==> config.mk <==
export PLATFORM = sky130hd
export DESIGN_NAME = utf8_cjk_break_opportunity
export DESIGN_NICKNAME = d
export VERILOG_FILES = /design/src/sv/ucbo_pkg.sv /design/src/sv/utf8_cjk_break_opportunity.sv /design/src/sv/ucbo_front.sv /design/src/sv/ucbo_queue.sv /design/src/sv/ucbo_back.sv
export SDC_FILE = /design/constraint.sdc
export NUM_CORES = 1
export LEC_CHECK = 0
export ABC_CLOCK_PERIOD_IN_PS = 4050
export BUFFER_PORTS_ARGS = -buffer_cell sky130_fd_sc_hd__buf_2
export CAP_MARGIN = 20
export CORE_MARGIN = 10
export CORE_UTILIZATION = 60
export CTS_BUF_LIST = sky130_fd_sc_hd__clkbuf_16
export DETAILED_ROUTE_END_ITERATION = 8
export PLACE_DENSITY = 0.91
export SYNTH_ARGS = -nofsm -noshare
export SYNTH_HDL_FRONTEND = slang
export SYNTH_SLANG_ARGS = --single-unit
==> constraint.sdc <==
create_clock -name aclk -period 4.05 [get_ports aclk]
set_clock_uncertainty 0.1 [all_clocks]
set_input_delay 0 -clock aclk [delete_from_list [all_inputs] [get_ports aclk]]
set_output_delay 0 -clock aclk [all_outputs]
set_load 0.005 [all_outputs]
==> src/sv/ucbo_pkg.sv <==
// Shared types, constants and character class functions for the UTF-8 CJK
// break opportunity block. No dependencies.
package ucbo_pkg;

    localparam int BYTE_W = 8;
    localparam int CP_W = 21;
    localparam int QUEUE_DEPTH_DEF = 2;

    localparam logic [BYTE_W-1:0] ASCII_LIMIT = 8'h80;
    localparam logic [BYTE_W-1:0] LEAD_FOUR = 8'hF0;
    localparam logic [BYTE_W-1:0] LEAD_THREE = 8'hE0;
    localparam logic [BYTE_W-1:0] CONT_MASK = 8'h3F;

    localparam logic [CP_W-1:0] CP_TAB = 21'h00009;
    localparam logic [CP_W-1:0] CP_LF = 21'h0000A;
    localparam logic [CP_W-1:0] CP_CR = 21'h0000D;
    localparam logic [CP_W-1:0] CP_SPACE = 21'h00020;
    localparam logic [CP_W-1:0] CP_NONE = 21'h00000;

    localparam int NO_START_N = 54;
    localparam logic [CP_W-1:0] NO_START_SET [NO_START_N] = '{
        21'h03001, 21'h03002, 21'h0FF0C, 21'h0FF0E, 21'h0FF01, 21'h0FF1F,
        21'h0FF1A, 21'h0FF1B, 21'h0300D, 21'h0300F, 21'h0FF09, 21'h0FF3D,
        21'h0FF5D, 21'h03015, 21'h03009, 21'h0300B, 21'h0201D, 21'h02019,
        21'h030FB, 21'h03005, 21'h0309D, 21'h0309E, 21'h030FC, 21'h030FD,
        21'h030FE, 21'h03041, 21'h03043, 21'h03045, 21'h03047, 21'h03049,
        21'h03063, 21'h03083, 21'h03085, 21'h03087, 21'h0308E, 21'h030A1,
        21'h030A3, 21'h030A5, 21'h030A7, 21'h030A9, 21'h030C3, 21'h030E3,
        21'h030E5, 21'h030E7, 21'h030EE, 21'h0002C, 21'h0002E, 21'h00021,
        21'h0003F, 21'h0003A, 21'h0003B, 21'h00029, 21'h0005D, 21'h0007D
    };

    localparam int NO_END_N = 13;
    localparam logic [CP_W-1:0] NO_END_SET [NO_END_N] = '{
        21'h0300C, 21'h0300E, 21'h0FF08, 21'h0FF3B, 21'h0FF5B, 21'h03014,
        21'h03008, 21'h0300A, 21'h0201C, 21'h02018, 21'h00028, 21'h0005B,
        21'h0007B
    };

    // One classified code point as it travels from the decoder to the
    // break logic.
    typedef struct packed {
        logic [CP_W-1:0] code_point;
        logic            is_space;
        logic            is_cjk;
        logic            no_start;
        logic            no_end;
        logic            non_null;
        logic            run_start;
        logic            first_ok;
        logic            run_end;
    } cp_entry_t;

    function automatic logic is_cjk(input logic [CP_W-1:0] c);
        return c inside {[21'h03000:21'h030FF], [21'h03400:21'h04DBF],
                         [21'h04E00:21'h09FFF], [21'h0F900:21'h0FAFF],
                         [21'h0FF00:21'h0FF60], [21'h0FFE0:21'h0FFE6]};
    endfunction

    function automatic logic in_no_start(input logic [CP_W-1:0] c);
        logic hit;
        hit = 1'b0;
        for (int k = 0; k < NO_START_N; k++) begin
            hit = hit | (NO_START_SET[k] == c);
        end
        return hit;
    endfunction

    function automatic logic in_no_end(input logic [CP_W-1:0] c);
        logic hit;
        hit = 1'b0;
        for (int k = 0; k < NO_END_N; k++) begin
            hit = hit | (NO_END_SET[k] == c);
        end
        return hit;
    endfunction

endpackage

==> src/sv/utf8_cjk_break_opportunity.sv <==
// Top level of the UTF-8 CJK line-break opportunity finder.
// Depends on ucbo_pkg, ucbo_front, ucbo_queue and ucbo_back.
//
// Usage:
//   The input channel (s_*) takes one byte of UTF-8 text per request, with
//   run_start on the first byte of a text run and run_end on its last one.
//   The result channel (m_*) carries one request per decoded code point: the
//   value, whether it is whitespace, whether it opens a new unbreakable piece,
//   whether a line may begin at that piece and whether it ends its run.
//   A byte that completes a code point (or ends a run) is written into the
//   queue at the edge at which it is accepted; its result is loaded into the
//   output register from the queue once that register is empty or being taken.
//   Bytes are taken at one per cycle while the queue has room.
//   When the receiver stalls, the result register holds its request and the
//   queue (QUEUE_DEPTH entries) fills; s_ready falls only once it is full,
//   and rises again the cycle after the receiver takes the waiting result.
//   Reset (aresetn low, synchronous) empties the queue and the result
//   register and clears decoder, previous-character and piece state.
module utf8_cjk_break_opportunity #(
    parameter int QUEUE_DEPTH = ucbo_pkg::QUEUE_DEPTH_DEF
) (
    input  logic                         aclk,
    input  logic                         aresetn,
    input  logic [ucbo_pkg::BYTE_W-1:0]  s_text_byte,
    input  logic                         s_run_start,
    input  logic                         s_first_piece_may_start_line,
    input  logic                         s_run_end,
    input  logic                         s_valid,
    output logic                         s_ready,
    output logic [ucbo_pkg::CP_W-1:0]    m_code_point,
    output logic                         m_is_space,
    output logic                         m_starts_piece,
    output logic                         m_piece_may_start_line,
    output logic                         m_last_of_run,
    output logic                         m_valid,
    input  logic                         m_ready
);

    ucbo_pkg::cp_entry_t push_data;
    ucbo_pkg::cp_entry_t head;
    logic push, pop, not_empty, full, accept;

    // Every byte needs the queue to have room, whether or not it completes a
    // code point, so that decoder state only moves on accepted requests.
    assign s_ready = !full;
    assign accept  = s_valid && s_ready;

    ucbo_front u_front (
        .aclk                       (aclk),
        .aresetn                    (aresetn),
        .accept                     (accept),
        .text_byte                  (s_text_byte),
        .run_start                  (s_run_start),
        .first_piece_may_start_line (s_first_piece_may_start_line),
        .run_end                    (s_run_end),
        .push                       (push),
        .push_data                  (push_data)
    );

    ucbo_queue #(
        .DEPTH (QUEUE_DEPTH)
    ) u_queue (
        .aclk      (aclk),
        .aresetn   (aresetn),
        .push      (push),
        .push_data (push_data),
        .pop       (pop),
        .head      (head),
        .not_empty (not_empty),
        .full      (full)
    );

    // The back end applies the run start carried with each code point, so a
    // run start on a byte that emits nothing still takes effect in order.
    ucbo_back u_back (
        .aclk                   (aclk),
        .aresetn                (aresetn),
        .head                   (head),
        .not_empty              (not_empty),
        .pop                    (pop),
        .m_code_point           (m_code_point),
        .m_is_space             (m_is_space),
        .m_starts_piece         (m_starts_piece),
        .m_piece_may_start_line (m_piece_may_start_line),
        .m_last_of_run          (m_last_of_run),
        .m_valid                (m_valid),
        .m_ready                (m_ready)
    );

endmodule

==> src/sv/ucbo_front.sv <==
// Front end: lenient UTF-8 decoder and character classifier.
// Depends on ucbo_pkg; pushes classified code points into ucbo_queue.
module ucbo_front (
    input  logic                         aclk,
    input  logic                         aresetn,
    input  logic                         accept,
    input  logic [ucbo_pkg::BYTE_W-1:0]  text_byte,
    input  logic                         run_start,
    input  logic                         first_piece_may_start_line,
    input  logic                         run_end,
    output logic                         push,
    output ucbo_pkg::cp_entry_t          push_data
);

    logic [ucbo_pkg::CP_W-1:0] part_reg, part_next;
    logic [1:0]                exp_reg, exp_next;
    logic                      start_pend_reg, start_pend_next;
    logic                      first_ok_reg, first_ok_next;

    logic [ucbo_pkg::CP_W-1:0] part_base;
    logic [1:0]                exp_base;
    logic [ucbo_pkg::CP_W-1:0] dec_cp;
    logic [1:0]                dec_exp;
    logic [1:0]                extra;
    logic [ucbo_pkg::BYTE_W-1:0] lead_bits;
    logic [ucbo_pkg::CP_W-1:0] eff;
    logic                      emit;

    always_comb begin
        // A run start drops any partial code point before the byte is taken.
        part_base = run_start ? '0 : part_reg;
        exp_base  = run_start ? 2'd0 : exp_reg;

        if (text_byte >= ucbo_pkg::LEAD_FOUR) begin
            extra = 2'd3;
        end else if (text_byte >= ucbo_pkg::LEAD_THREE) begin
            extra = 2'd2;
        end else begin
            extra = 2'd1;
        end
        lead_bits = text_byte & (ucbo_pkg::CONT_MASK >> extra);

        if (exp_base == 2'd0) begin
            if (text_byte < ucbo_pkg::ASCII_LIMIT) begin
                dec_cp  = {{(ucbo_pkg::CP_W-ucbo_pkg::BYTE_W){1'b0}}, text_byte};
                dec_exp = 2'd0;
            end else begin
                dec_cp  = {{(ucbo_pkg::CP_W-ucbo_pkg::BYTE_W){1'b0}}, lead_bits};
                dec_exp = extra;
            end
        end else begin
            dec_cp  = {part_base[ucbo_pkg::CP_W-7:0], text_byte[5:0]};
            dec_exp = exp_base - 2'd1;
        end

        emit = accept && ((dec_exp == 2'd0) || run_end);

        // CR and LF behave as a space for breaking.
        if ((dec_cp == ucbo_pkg::CP_LF) || (dec_cp == ucbo_pkg::CP_CR)) begin
            eff = ucbo_pkg::CP_SPACE;
        end else begin
            eff = dec_cp;
        end

        push_data.code_point = dec_cp;
        push_data.is_space   = (eff == ucbo_pkg::CP_SPACE) || (eff == ucbo_pkg::CP_TAB);
        push_data.is_cjk     = ucbo_pkg::is_cjk(eff);
        push_data.no_start   = ucbo_pkg::in_no_start(eff);
        push_data.no_end     = ucbo_pkg::in_no_end(eff);
        push_data.non_null   = (eff != ucbo_pkg::CP_NONE);
        push_data.run_start  = run_start || start_pend_reg;
        push_data.first_ok   = run_start ? first_piece_may_start_line : first_ok_reg;
        push_data.run_end    = run_end;
        push = emit;

        part_next       = part_reg;
        exp_next        = exp_reg;
        start_pend_next = start_pend_reg;
        first_ok_next   = first_ok_reg;
        if (accept) begin
            if (emit) begin
                part_next       = '0;
                exp_next        = 2'd0;
                start_pend_next = 1'b0;
            end else begin
                part_next = dec_cp;
                exp_next  = dec_exp;
                if (run_start) begin
                    start_pend_next = 1'b1;
                    first_ok_next   = first_piece_may_start_line;
                end
            end
        end
    end

    always_ff @(posedge aclk) begin
        if (!aresetn) begin
            part_reg       <= '0;
            exp_reg        <= 2'd0;
            start_pend_reg <= 1'b0;
            first_ok_reg   <= 1'b0;
        end else begin
            part_reg       <= part_next;
            exp_reg        <= exp_next;
            start_pend_reg <= start_pend_next;
            first_ok_reg   <= first_ok_next;
        end
    end

endmodule

==> src/sv/ucbo_queue.sv <==
// Short first-in first-out queue between the decoder and the break logic.
// Depends on ucbo_pkg for the entry type.
module ucbo_queue #(
    parameter int DEPTH = ucbo_pkg::QUEUE_DEPTH_DEF
) (
    input  logic                 aclk,
    input  logic                 aresetn,
    input  logic                 push,
    input  ucbo_pkg::cp_entry_t  push_data,
    input  logic                 pop,
    output ucbo_pkg::cp_entry_t  head,
    output logic                 not_empty,
    output logic                 full
);

    localparam int PTR_W = (DEPTH > 1) ? $clog2(DEPTH) : 1;
    localparam int CNT_W = $clog2(DEPTH + 1);

    ucbo_pkg::cp_entry_t store [DEPTH];
    logic [PTR_W-1:0] wr_ptr_reg, wr_ptr_next;
    logic [PTR_W-1:0] rd_ptr_reg, rd_ptr_next;
    logic [CNT_W-1:0] count_reg, count_next;
    logic             do_push, do_pop;

    assign not_empty = (count_reg != '0);
    assign full      = (count_reg == CNT_W'(DEPTH));
    assign head      = store[rd_ptr_reg];
    assign do_push   = push && !full;
    assign do_pop    = pop && not_empty;

    always_comb begin
        wr_ptr_next = wr_ptr_reg;
        rd_ptr_next = rd_ptr_reg;
        count_next  = count_reg;
        if (do_push) begin
            wr_ptr_next = (wr_ptr_reg == PTR_W'(DEPTH - 1)) ? '0 : wr_ptr_reg + 1'b1;
        end
        if (do_pop) begin
            rd_ptr_next = (rd_ptr_reg == PTR_W'(DEPTH - 1)) ? '0 : rd_ptr_reg + 1'b1;
        end
        if (do_push && !do_pop) begin
            count_next = count_reg + 1'b1;
        end else if (do_pop && !do_push) begin
            count_next = count_reg - 1'b1;
        end
    end

    always_ff @(posedge aclk) begin
        if (do_push) begin
            store[wr_ptr_reg] <= push_data;
        end
    end

    always_ff @(posedge aclk) begin
        if (!aresetn) begin
            wr_ptr_reg <= '0;
            rd_ptr_reg <= '0;
            count_reg  <= '0;
        end else begin
            wr_ptr_reg <= wr_ptr_next;
            rd_ptr_reg <= rd_ptr_next;
            count_reg  <= count_next;
        end
    end

endmodule

==> src/sv/ucbo_back.sv <==
// Back end: piece and break-opportunity logic with the result register.
// Depends on ucbo_pkg; takes classified code points from ucbo_queue.
module ucbo_back (
    input  logic                         aclk,
    input  logic                         aresetn,
    input  ucbo_pkg::cp_entry_t          head,
    input  logic                         not_empty,
    output logic                         pop,
    output logic [ucbo_pkg::CP_W-1:0]    m_code_point,
    output logic                         m_is_space,
    output logic                         m_starts_piece,
    output logic                         m_piece_may_start_line,
    output logic                         m_last_of_run,
    output logic                         m_valid,
    input  logic                         m_ready
);

    // Previous character, kept only as the flags the break rule needs.
    logic prev_nz_reg, prev_nz_next;
    logic prev_cjk_reg, prev_cjk_next;
    logic prev_ne_reg, prev_ne_next;
    logic open_reg, open_next;
    logic nb_reg, nb_next;
    logic valid_reg, valid_next;

    logic [ucbo_pkg::CP_W-1:0] cp_reg;
    logic space_reg, starts_reg, may_reg, last_reg;

    logic pv0, pcjk0, pne0, open0, nb0, brk, open1, nb1, starts, may_start;

    assign pop = not_empty && (!valid_reg || m_ready);

    always_comb begin
        pv0   = head.run_start ? 1'b0 : prev_nz_reg;
        pcjk0 = head.run_start ? 1'b0 : prev_cjk_reg;
        pne0  = head.run_start ? 1'b0 : prev_ne_reg;
        open0 = head.run_start ? 1'b0 : open_reg;
        nb0   = head.run_start ? head.first_ok : nb_reg;

        brk = pv0 && (pcjk0 || head.is_cjk) && !head.no_start && !pne0;
        open1 = brk ? 1'b0 : open0;
        nb1   = brk ? 1'b1 : nb0;
        starts    = !head.is_space && !open1;
        may_start = starts && nb1;

        prev_nz_next  = prev_nz_reg;
        prev_cjk_next = prev_cjk_reg;
        prev_ne_next  = prev_ne_reg;
        open_next     = open_reg;
        nb_next       = nb_reg;
        valid_next    = valid_reg && !m_ready;
        if (pop) begin
            valid_next    = 1'b1;
            prev_nz_next  = head.non_null;
            prev_cjk_next = head.is_cjk;
            prev_ne_next  = head.no_end;
            if (head.is_space) begin
                open_next = 1'b0;
                nb_next   = 1'b1;
            end else begin
                open_next = 1'b1;
                nb_next   = nb1;
            end
        end
    end

    always_ff @(posedge aclk) begin
        if (!aresetn) begin
            prev_nz_reg  <= 1'b0;
            prev_cjk_reg <= 1'b0;
            prev_ne_reg  <= 1'b0;
            open_reg     <= 1'b0;
            nb_reg       <= 1'b0;
            valid_reg    <= 1'b0;
        end else begin
            prev_nz_reg  <= prev_nz_next;
            prev_cjk_reg <= prev_cjk_next;
            prev_ne_reg  <= prev_ne_next;
            open_reg     <= open_next;
            nb_reg       <= nb_next;
            valid_reg    <= valid_next;
        end
    end

    always_ff @(posedge aclk) begin
        if (pop) begin
            cp_reg     <= head.code_point;
            space_reg  <= head.is_space;
            starts_reg <= starts;
            may_reg    <= may_start;
            last_reg   <= head.run_end;
        end
    end

    assign m_code_point           = cp_reg;
    assign m_is_space             = space_reg;
    assign m_starts_piece         = starts_reg;
    assign m_piece_may_start_line = may_reg;
    assign m_last_of_run          = last_reg;
    assign m_valid                = valid_reg;

endmodule

; ---- Yosys cells after proc, flatten, opt, wreduce, memory -nomap -nowiden
; Memory sizes are Yosys's and may differ from the RTL's. A register that Yosys moved wholly into a read port is not among the register bits.
; Cells that the tools add are included.
[totals]
reg_bits = 54
ram_bits = 58
input_bits = 15
out_inout_bits = 27
mem_count = 1
[memory_table]
columns = name, depth, width, read_ports, rd_clocked_by_memory_dff, wr, line
row1 = u_queue.store, 2, 29, 1, 1, 1, ucbo_queue.sv:19  ; ucbo_pkg::cp_entry_t store [DEPTH];
[classes]
addsub = 5
n_lt_le_gt_ge = 15
eq_ne = 72
shift = 1
n_mux = 32
n_bitwise = 67
n_reduce_logical = 43
[op_table]
columns = op, count
row1 = $eq 14x21->1 const A, 43
row2 = $eq 16x21->1 const A, 12
row3 = $eq 6x21->1 const A, 8
row4 = $eq 7x21->1 const A, 4
row5 = $le 21x16->1 const B, 4
row6 = $or 1x1->1, 65
row7 = $eq 21x4->1 const B, 3
row8 = $ge 21x16->1 const B, 3
row9 = $ge 21x14->1 const B, 2
row10 = $mux 21, 2
row11 = $mux 15, 2
row12 = $eq 21x6->1 const B, 1
row13 = $ge 21x15->1 const B, 1
row14 = $le 21x14->1 const B, 1
row15 = $le 21x15->1 const B, 1
row16 = $reduce_bool 21->1, 1
row17 = $logic_and 1x1->1, 19
row18 = $mux 1, 19
row19 = $ge 8x8->1 const B, 2
row20 = $mux 2, 8
row21 = $logic_not 1->1, 9
row22 = $and 8x8->8, 1
row23 = $lt 8x8->1 const B, 1
row24 = $mux 8, 1
row25 = other kinds (11), 22

; ---- Logic depth before layout (Yosys ltp)
[depth]
ltp_word = 64
ltp_mapped = 9
mapped_depth_nobuf = 8

; ---- Cells and area by module
; From an unflattened synthesis, not the netlist that was laid out.
[hier_totals]
cells_unflattened = 463
hier_area_um2 = 5363.9
[modules_own_cells]
columns = mod, instances, cells_each, area_each_um2, seq_area_each_um2
row1 = ucbo_queue, 1, 115, 2324.7, 1841.8
row2 = ucbo_front, 1, 287, 1989.4, 380.4
row3 = ucbo_back, 1, 59, 1039.7, 870.8
row4 = utf8_cjk_break_opportunity, 1, 2, 10.0, 0.0

; ---- Worst setup path after synthesis
; No wires, ideal clock.
[synth_timing]
path_type = reg-to-reg
startpoint = register u_front.exp_reg[1]
endpoint = memory u_queue.store[0][0] in the netlist's numbering, enable pin
setup_ns = 0.420
arrival_ns = 2.425
t_required_ns = 3.530
setup_slack_ns = 1.105
stages_incl_launch_ff = 6
n_path_buf = 0
cell_sequence = dfxtp_1 nor2b_1 a211oi_1 o21ai_0 a21oi_1 nor2b_1
[synth_via]
elab_chain_cells = 9
[synth_lines]
columns = element, line
row1 = from (decl), ucbo_front.sv:16  ; logic [1:0] exp_reg, exp_next;
row2 = from (signal assigned), ucbo_front.sv:104  ; exp_reg <= exp_next;
row3 = $mux 2 *, ucbo_front.sv:32  ; exp_base = run_start ? 2'd0 : exp_reg;
row4 = $sub 2x1->2 / $logic_not 2->1 (equally long branches), "ucbo_front.sv:53, ucbo_front.sv:43"
row5 = $mux 2 *, ucbo_front.sv:43  ; if (exp_base == 2'd0) begin
row6 = $logic_not 2->1 *, ucbo_front.sv:56  ; emit = accept && ((dec_exp == 2'd0) || run_end);
row7 = $logic_or 1x1->1 *, ucbo_front.sv:56
row8 = $logic_and 1x1->1 *, ucbo_front.sv:56
row9 = $logic_and 1x1->1 *, ucbo_queue.sv:28  ; assign do_push = push && !full;
row10 = via u_queue.do_push, ucbo_queue.sv:23  ; logic do_push, do_pop;
row11 = $mux 1 *, ucbo_queue.sv:49  ; if (do_push) begin
row12 = $mux 1 (not written as such) *, ucbo_queue.sv:50  ; store[wr_ptr_reg] <= push_data;
row13 = to (decl), ucbo_queue.sv:19
; The timed path passes the listed nets; every way through them passes the cells marked *.

==> summary.txt <==
Status
  • Outcome: completed

Global routing
  • Vias in the first global route: 3935
  • Initial antenna violation count: 0
  • First-pass GRT wire length: 21100 um
  • Largest net degree at the start of global routing: 31
  • Grt total ovfl: 0
  • Gr usage total: 20.5%

Drt
  • Initial DRC count: 535
  • Post-route ant nets: 0
  • Routed len/inst: 20.7 um
  • Final wirelength: 13100 um
  • DR DRC count: 0
  • Via Count: 4011
  • Routed vias/inst: 6.36
  • First-pass DRT Iterations: 5

Power
  • Switch Pwr: 1020 uW
  • Combinational share of power: 18.2%
  • Net Sw Frac: 26.3%
  • P_int: 2850 uW
  • Flop pwr share: 41.7%
  • Static Leak: 0.00223 uW
  • Max VDD drop: 319 uV
  • Pwr dens: 610 nW/um^2
  • Clk pwr share: 40.1%

STA
  • Final Hold Viols: 0
  • Measured slew at the worst slew-check pin: 0.919 ns
  • Worst hold margin: 0.0293 ns
  • Post-route setup TNS: 0 ns
  • Final setup violation count: 0
  • Pins Over Slew Limit: 0
  • Unrepaired setup endpoints after global routing: no
  • Slew HR: 38.7%
  • FMAX: 335 MHz
  • Final period utilization: 73.8%
  • Final Critical Period: 2.99 ns

Critical path
  • Crit Path Category: reg -> reg
  • Worst R2R Path Depth: 8
  • Worst EP required: 4.08 ns
  • CP arrival: 3.02 ns
  • Worst-path maximum fanout: 20
  • Startpoint types: flip-flop
  • Worst r2r dst: u_queue.store[1][4]
  • Reg2Reg Setup Slack: 1.06 ns
  • Crit end category: flip-flop
  • Reg2reg start: u_front.exp_reg[1]

Synthesis
  • Top cells by area, synth: edfxtp_1 47%, dfxtp_1 11%, mux2_2 5.7%, nand2_1 2.9%, and2_1 2.0%
  • Post-synth top flop: edfxtp_1
  • Post-synth EDFFs: 83
  • Area leader, netlist: edfxtp_1
  • Seq cells post-synth: 113
  • Seq/Total Area, Yosys: 57.9%
  • Mapped Avg Cell Area: 11.6 sq um
  • Synth unique cells: 69
  • Synth async-reset ratio: 0%
  • Syn_nets: 477
  • Yosys warnings: 0
  • Synthesized area: 5340 sq um
  • Cells after Synth: 461
  • Synth top area share: 46.6%

Cells and area
  • Most frequent cells in the layout: 83 x edfxtp_1, 41 x nand2_1, 41 x buf_2, 30 x dfxtp_1, 27 x mux2_2
  • Area Growth Syn to Fin: 18.6%
  • Max FFs per register: 58
  • Share of layout cells above drive strength 1: 23.3%
  • Post-layout net count: 526
  • Commonest non-fill, non-tap cell in the layout: edfxtp_1
  • Diodes inserted: 0

Clock network
  • CTS root buffer: clkbuf_16
  • Clk_lat worst skew: 0.41 ns
  • CTS Buf Count: 17
  • Post-cts gate resize count: 0
  • Clk slew on worst S/H paths: 0.05 ns
  • Setup Buffers After CTS: 0
  • Clk buf depth: 2
  • CTS H-tree lvls: 4
  • CTS Sinks: 113
  • TritonCTS clock tree: built

Floorplan
  • Core Region: 8680 sq um
  • Row count: 34
  • Die area: 13100 sq um
  • Initial Utilization: 61.6%
  • Die height: 114 um
  • Top Ports: 42
  • Die Wd: 114 um

Min path
  • Hold Startpoint: s_text_byte[7]
  • Hold WC Path Type: in -> reg
  • Worst hold path endpoint: u_front.exp_reg[0]
  • Worst hold path stage count: 5

Place
  • Routability congestion estimate from global placement: 0.976
  • Dpl hpwl: 8450 um
  • I/O Buffers: 41

Flow run
  • MaxCap Viol Count: 0
==> layer usage <==
layer  vias up  track usage [%]  wire (um)
met3        41             5.29       1070
met5         -                0          0
met4         0             9.61        454
met2       212             33.3       6440
met1      1921             25.0       5080
li1       1837                -          -
==> cells by family (layout without fill, tap and decap cells) <==
group	after synthesis	in the layout	synth area share, %
adder cells (fa/ha/maj)	2	2	0.421
AND/OR/NAND/NOR	159	159	16.2
multiplexers	34	34	7.07
buffers and inverters	43	105	3.44
XOR/XNOR	6	6	0.983
flip-flops	113	113	57.9
AO/OA/AOI/OAI	104	104	14.0
==> final cells by class <==
type                            count  area (sq um)
Sequential cell                   113          3090
Fill cell                         564          2340
Multi-Input combinational cell    305          2070
Clock buffer                       17           425
Timing Repair Buffer               59           370
Clock inverter                     15           191
Tap cell                          108           135
Inverter                           14          52.6
==> power by group through the flow <==
| stage | registers (uW) | clock network [uW] | logic (uW) |
|---|---|---|---|
| after floorplan | 1630 | 0 | 408 |
| after global routing | 1630 | 1610 | 775 |
| after CTS | 1610 | 1560 | 713 |
| after detailed placement | 1630 | 0 | 691 |
| after global placement | 1610 | 0 | 659 |
| final | 1610 | 1550 | 705 |
==> per-stage QoR <==
| stage | cells | worst slack, ns | power, uW | utilization, % | area, sq um |
|---|---|---|---|---|---|
| floorplan | 461 | 1.11 | 2030 | - | 5340 |
| global placement | 587 | 1.24 | 2270 | 64.5 | 5600 |
| detailed placement | 587 | 1.16 | 2320 | 64.5 | 5600 |
| CTS | 631 | 1.16 | 3880 | 73.0 | 6340 |
| global route | 631 | 0.875 | 4020 | 73.0 | 6340 |
| finish | 631 | 1.06 | 3860 | 73.0 | 6340 |
==> Yosys cell counts (all sizes together), types with 10 or more instances <==
cell    count
nor4       10
and2       17
a21oi      12
dfxtp      30
nor2       20
clkbuf     20
nor2b      17
inv        14
a21boi     13
o21ai      24
nand2      41
edfxtp     83
mux2       27
==> what timing repair did <==
action                                  CTS  global route
endpoints found under the setup margin    0             0
hold endpoints to repair                 39             0
hold buffers                             12             0
==> critical path: stages (launching register included) <==
cell      delay (ns)
dfxtp_1         0.34
o21bai_2        0.75
mux2i_2         0.42
inv_2           0.15
xnor2_1         0.27
nor4_1          0.09
a21oi_1         0.13
nor4b_1         0.07
o32a_1          0.40
==> worst max-delay path by stage <==
stage	start	to	slack, ns	cells after the start
4_1_cts	u_front.exp_reg[1]	u_queue.store[1][4]	1.16	8
6_report	u_front.exp_reg[1]	u_queue.store[1][4]	1.06	8
2_1_floorplan	u_front.exp_reg[1]	u_queue.store[0][0]	1.11	5
3_5_place_dp	u_front.exp_reg[1]	u_queue.store[1][4]	1.16	8
5_1_grt	u_front.exp_reg[1]	u_queue.store[1][4]	0.87	8
3_3_place_gp	u_front.exp_reg[1]	u_queue.store[0][4]	1.24	8
(Power assumes the default switching activity.)
